==> src/hw/rtl/boxds_pkg.sv <==
// Shared types and constants for the box average downscaler.
// No dependencies; imported by the controller, the datapath and the top level.
`timescale 1ns / 1ps

package boxds_pkg;

    localparam int PIX_W      = 8;
    localparam int COORD_W    = 12;
    localparam int SCALE_W    = 5;
    localparam int DIM_W      = 13;
    localparam int CFG_DATA_W = 13;
    localparam int CFG_IDX_W  = 2;
    localparam int Q_BITS     = 8;
    localparam int STEP_W     = 3;
    localparam int MAX_HEIGHT = 4096;

    localparam logic [CFG_IDX_W-1:0] REG_SCALE  = 2'd0;
    localparam logic [CFG_IDX_W-1:0] REG_WIDTH  = 2'd1;
    localparam logic [CFG_IDX_W-1:0] REG_HEIGHT = 2'd2;

    localparam logic [SCALE_W-1:0] SCALE_RESET  = 5'd2;
    localparam logic [DIM_W-1:0]   WIDTH_RESET  = 13'd640;
    localparam logic [DIM_W-1:0]   HEIGHT_RESET = 13'd480;

    // Commands from the controller to the datapath
    typedef struct packed {
        logic accept;
        logic merge;
        logic div_step;
        logic out_load;
    } cmd_t;

    // Status from the datapath to the controller
    typedef struct packed {
        logic block_done;
        logic emit;
        logic out_free;
    } status_t;

endpackage

==> src/hw/rtl/boxds_ctrl.sv <==
// Sequencer for the box average downscaler: accept, merge, divide, output.
// Depends on boxds_pkg for the command and status structs.
`timescale 1ns / 1ps

module boxds_ctrl (
    input  logic               clk,
    input  logic               rst_n,
    input  logic               pixel_valid,
    output logic               pixel_stall,
    input  boxds_pkg::status_t status,
    output boxds_pkg::cmd_t    cmd
);
    import boxds_pkg::*;

    localparam logic [1:0] ST_IDLE  = 2'd0;
    localparam logic [1:0] ST_MERGE = 2'd1;
    localparam logic [1:0] ST_DIV   = 2'd2;
    localparam logic [1:0] ST_OUT   = 2'd3;

    logic [1:0]        state_reg, state_next;
    logic [STEP_W-1:0] step_reg, step_next;

    always_comb
    begin
        state_next   = state_reg;
        step_next    = step_reg;
        cmd          = '0;
        pixel_stall  = 1'b1;
        unique case (state_reg)
            ST_IDLE:
            begin
                pixel_stall = 1'b0;
                if (pixel_valid)
                begin
                    cmd.accept = 1'b1;
                    if (status.block_done)
                    begin
                        state_next = ST_MERGE;
                    end
                end
            end
            ST_MERGE:
            begin
                cmd.merge = 1'b1;
                step_next = '0;
                state_next = status.emit ? ST_DIV : ST_IDLE;
            end
            ST_DIV:
            begin
                cmd.div_step = 1'b1;
                step_next    = step_reg + 1'b1;
                if (step_reg == STEP_W'(Q_BITS - 1))
                begin
                    state_next = ST_OUT;
                end
            end
            ST_OUT:
            begin
                if (status.out_free)
                begin
                    cmd.out_load = 1'b1;
                    state_next   = ST_IDLE;
                end
            end
            default:
            begin
                state_next = ST_IDLE;
            end
        endcase
    end

    always_ff @(posedge clk or negedge rst_n)
    begin
        if (!rst_n)
        begin
            state_reg <= ST_IDLE;
            step_reg  <= '0;
        end
        else
        begin
            state_reg <= state_next;
            step_reg  <= step_next;
        end
    end

endmodule

==> config.mk <==
export PLATFORM = sky130hd
export DESIGN_NAME = boxds_ctrl
export DESIGN_NICKNAME = d
export VERILOG_FILES = /design/src/hw/rtl/boxds_pkg.sv /design/src/hw/rtl/boxds_ctrl.sv
export SDC_FILE = /design/constraint.sdc
export NUM_CORES = 1
export LEC_CHECK = 0
export ABC_AREA = 1
export BUFFER_PORTS_ARGS = -buffer_cell sky130_fd_sc_hd__buf_4
export CORE_AREA = 2 2 39 41
export CTS_CLUSTER_DIAMETER = 200
export CTS_CLUSTER_SIZE = 16
export DETAILED_ROUTE_END_ITERATION = 6
export DIE_AREA = 0 0 41 43
export GPL_TIMING_DRIVEN = 0
export SYNTH_ARGS = -nofsm -noshare
export SYNTH_HDL_FRONTEND = slang
export SYNTH_SLANG_ARGS = --single-unit
==> constraint.sdc <==
create_clock -name clk -period 1.4 [get_ports clk]
set_clock_uncertainty 0.1 [all_clocks]
set_input_delay 0.28 -clock clk [delete_from_list [all_inputs] [get_ports clk]]
set_output_delay 0.28 -clock clk [all_outputs]
set_load 0.01 [all_outputs]
* Word-level counts from Yosys, hierarchy flattened
Index checks and enable logic that the tools add are counted.
** Operators by class
- Add/sub/neg operators :: 1
- Equality and inequality tests :: 8
- Muxes and demuxes :: 14
- Reduce and logical (&&, ||, !) cells :: 3
** Operators with widths (count)
- $mux W2 :: 5
- $ne A2 B2 Y1 const B :: 4
- $pmux W2 S4 :: 1
- $mux W1 :: 7
- $pmux W3 S2 :: 1
- $eq A2 B2 Y1 const B :: 2
- $reduce_and A4 Y1 :: 1
- $add A3 B1 Y3 const B :: 1
- $eq A3 B3 Y1 const B :: 1
- $eq A2 B1 Y1 const B :: 1
- $logic_not A2 Y1 :: 1
- $reduce_bool A2 Y1 :: 1
** Storage, ports and cells
- Register bits :: 5
- Input port bits :: 6
- Output and inout bits :: 5
- Word-level logic and storage cells :: 28

* Longest topological paths before layout
- Word-level depth :: 3
- Depth in mapped cells :: 8
- Depth with buffers taken out :: 8

* Worst setup path after synthesis
Ideal clock, no wire load.
- Path kind :: flip-flop to flip-flop
- Start :: register state_reg[0]
- End :: register with a tool-made name
- Library setup time :: 118 ps
- Arrival :: 1087 ps
- Data required time :: 1182 ps
- Slack :: 95 ps
- Stages on the path, launching flop included :: 8
- Buffers on the path :: 0
- Clock period less this slack :: 1305 ps
- Cell sequence :: dfrtp_1 -> inv_1 -> ha_1 -> nand2_2 -> nand2_1 -> inv_1 -> nand4_1 -> nand2_1
** RTL lines
- from (decl) :: line boxds_ctrl.sv:20 : logic [1:0] state_reg, state_next;
- from (signal assigned) :: line boxds_ctrl.sv:81 : state_reg <= state_next;

==> impl_metrics.ini <==
[status]
outcome = finished, violations left
failed_checks = negative setup slack

[synthesis]
synth_area_leaders = sky130_fd_sc_hd__dfrtp_1 (34%), sky130_fd_sc_hd__ha_1 (24%), sky130_fd_sc_hd__nand2_1 (13%)
syn_area_per_cell_um2 = 7.89
async_flop_share_pct = 100
synth.most_common_cell = sky130_fd_sc_hd__nand2_1
mappedNetlistNets = 59
synth_enable_flop_cells = 0
netlist_area_um2 = 363
synth-main-ff-cell = sky130_fd_sc_hd__dfrtp_1
synthCells = 46
ys_seq_area_share_pct = 34.5
yosys-top-cells-count = sky130_fd_sc_hd__nand2_1 (13), sky130_fd_sc_hd__inv_1 (10), sky130_fd_sc_hd__ha_1 (7), sky130_fd_sc_hd__dfrtp_1 (5)
yosysWarningCount = 0
synth.lib_cells_used.distinct = 11
flops_latches_synth = 5
synth_top_cell_area_share_pct = 34.5
synth_area_leader_cell = sky130_fd_sc_hd__dfrtp_1

[worst_setup_path]
critical-path-max-stage-delay_ps = 420
reg2reg_depth = 7
critPathMaxFanout = 4
ff2ff_setup_slack_ps = 40
crit_top_cell = sky130_fd_sc_hd__inv_2
cp_data_required_time_ps = 1020
arrival_ps = 1110
timing.critical_path.slowest_stage_cell = sky130_fd_sc_hd__dfrtp_1
timing.critical_path.cells = inv_2 -> ha_4 -> nand2_2 -> inv_2 -> buf_6
critical_path.startpoint_type = register
critPathCaptureType = output port
criticalPathCategory = register to output port

[drt]
drtAntennaViolNets = 0
drtPass1Iterations = 1
route.detailed.vias_per_inst = 4.13
drt-initial-drc-count = 0
drc = 0
route.vias.total = 339
detail_route.wirelength_um = 721
routed_wire_length_per_instance_um = 8.79

[grt]
grt_usage_pct = 10.2
grt_start_max_net_pins = 7
grt_pass1_wl_um = 1190
grt_pass1_vias = 315
antenna_found_initial = 0
globalRoute.totalOverflow = 0

[place]
dp_cells = 72
detailedPlace.worstSlack_ps = 20.9
detailed_place.area_um2 = 458
placement.io_buffers = 10
detailedPlacementHpwl_um = 511
globalplace.congestion = 0.628

[power]
net-switching-power_mw = 0.485
max-vdd-ir-drop_v = 0.000907
combPwrFrac_pct = 65.8
power.switching_fraction_pct = 39.9
power.leakage_nw = 0.336
power.share.clock_pct = 13.3
seqPwrFrac_pct = 20.9
power.density_cell_area_nw_per_um2 = 1990
fin_total_pwr_mw = 1.22
internal-power_mw = 0.731

[floorplanning]
core_area_um2 = 1380
start_util_pct = 26.2
num_io_pins = 11
die-height_um = 43
floorplan.die_area_um2 = 1760
placementRows = 14
die_width_um = 41

[sta]
post-route-period-util_pct = 107
min_period_ps = 1490
grt_setup_unrepaired = true
finalHoldViolCount = 0
slew_viol_final = 0
clock.fmax_mhz = 670
max_slew_margin_vs_limit_pct = 88.3
fin_ws_ps = -91.6
finalSetupViolations = 5
setup_tns_ps = -382
pin_slew_with_the_least_headroom_to_its_limit_ps = 176

[cells_and_area]
drive_above_1_share_pct = 47.0
finalInstanceArea_um2 = 609
instances_no_fill = 82
syn_to_final_growth_pct = 67.9
diodes_inserted = 0
nNetsFinal = 80

[flow_run]
cap_viol_max_count = 0

[clock_tree]
cts_inserted_buffers = 3
clock_tree_from_tritoncts = yes
htree_num_levels = 1
cts-root-buf = sky130_fd_sc_hd__clkbuf_4
insertion_delay_ps = 240
clockBufferDepth = 2
clk_pin_slew_worst_paths_ps = 40
number_of_sinks_handled_by_clock_tree_synthesis = 5

[worst_hold_path]
min_path_type = input port to async pin
## power groups by stage
stage	Combinational, mW	Sequential (mW)	Clock, mW
3_3_place_gp	0.497	0.244	0
3_5_place_dp	0.503	0.245	0
2_1_floorplan	0.345	0.232	0
4_1_cts	0.725	0.241	0.170
5_1_grt	0.899	0.260	0.181
6_report	0.800	0.254	0.161
## per-stage QoR
stage,hold slack (ps),utilization [%]
finish,277,44.0
global route,273,44.0
CTS,270,41.1
detailed placement,-14.5,33.1
global placement,-15.7,33.1
floorplan,-116,-
## kinds of logic (layout without fill, tap and decap cells)
logic type | count (synthesis) | count (layout) | synth area share [%]
buffers and inverters | 10 | 30 | 10.3
DFF | 5 | 5 | 34.5
AOI/OAI and AO/OA | 3 | 3 | 4.14
adders and majority gates | 7 | 7 | 24.1
and+or+nand+nor | 21 | 21 | 26.9
## cells in the final DEF, fill, tap and decap left out
cell,count
sky130_fd_sc_hd__nand2_1,12
sky130_fd_sc_hd__buf_4,8
sky130_fd_sc_hd__buf_6,7
sky130_fd_sc_hd__inv_1,6
sky130_fd_sc_hd__dfrtp_1,4
sky130_fd_sc_hd__inv_2,3
sky130_fd_sc_hd__ha_1,3
sky130_fd_sc_hd__ha_4,3
sky130_fd_sc_hd__clkbuf_4,3
sky130_fd_sc_hd__nand2_2,2
sky130_fd_sc_hd__nand3_1,2
sky130_fd_sc_hd__a21oi_1,2
sky130_fd_sc_hd__nand4_1,2
sky130_fd_sc_hd__inv_4,1
sky130_fd_sc_hd__nand2_4,1
sky130_fd_sc_hd__nor2_1,1
sky130_fd_sc_hd__nand3_2,1
sky130_fd_sc_hd__o21ai_1,1
sky130_fd_sc_hd__ha_2,1
sky130_fd_sc_hd__clkbuf_1,1
sky130_fd_sc_hd__dlygate4sd3_1,1
sky130_fd_sc_hd__dfrtp_2,1
## worst max-delay path: cells and delay by family, from the launching register on
| family | cells | cell delay [ps] |
|---|---|---|
| fa+ha+maj | 1 | 170 |
| flops | 1 | 420 |
| buf+inv | 3 | 230 |
| simple gates | 1 | 50 |
## final cells by class
class,instances,area [µm²]
sequential,5,126
tap,16,20.0
inverter,10,40.0
timing repair buffer,16,149
multi-input combinational,31,248
fill,138,774
clock buffer,4,26.3
## worst max path at each step
| stage | startpoint | endpoint | slack (ps) |
|---|---|---|---|
| CTS | state_reg[0]$_DFFE_PN0P_ | cmd[3] | -110 |
| global placement | state_reg[0]$_DFFE_PN0P_ | register | 20 |
| detailed placement | state_reg[0]$_DFFE_PN0P_ | register | 20 |
| floorplan | state_reg[0]$_DFFE_PN0P_ | register | 90 |
| finish | register | cmd[3] | -90 |
| global route | register | cmd[3] | -130 |
## per-layer routing
metal	wire length (µm)	part of all wire (%)	global-route usage, %	up-vias
li1	-	-	-	181
met1	328	45	11.1	149
met2	352	49	16.3	9
met3	39	5.4	3.14	0
met4	0	0	6.00	0
met5	0	0	0	-
## timing repair
item | CTS | global route
hold endpoints to repair | 5 | 0
gates resized for setup | 12 | 10
setup endpoints to repair | 5 | 6
pin swaps | 2 | 1
setup buffers | 3 | 2
hold buffers | 1 | 0
Power figures use the tool's default switching activity.
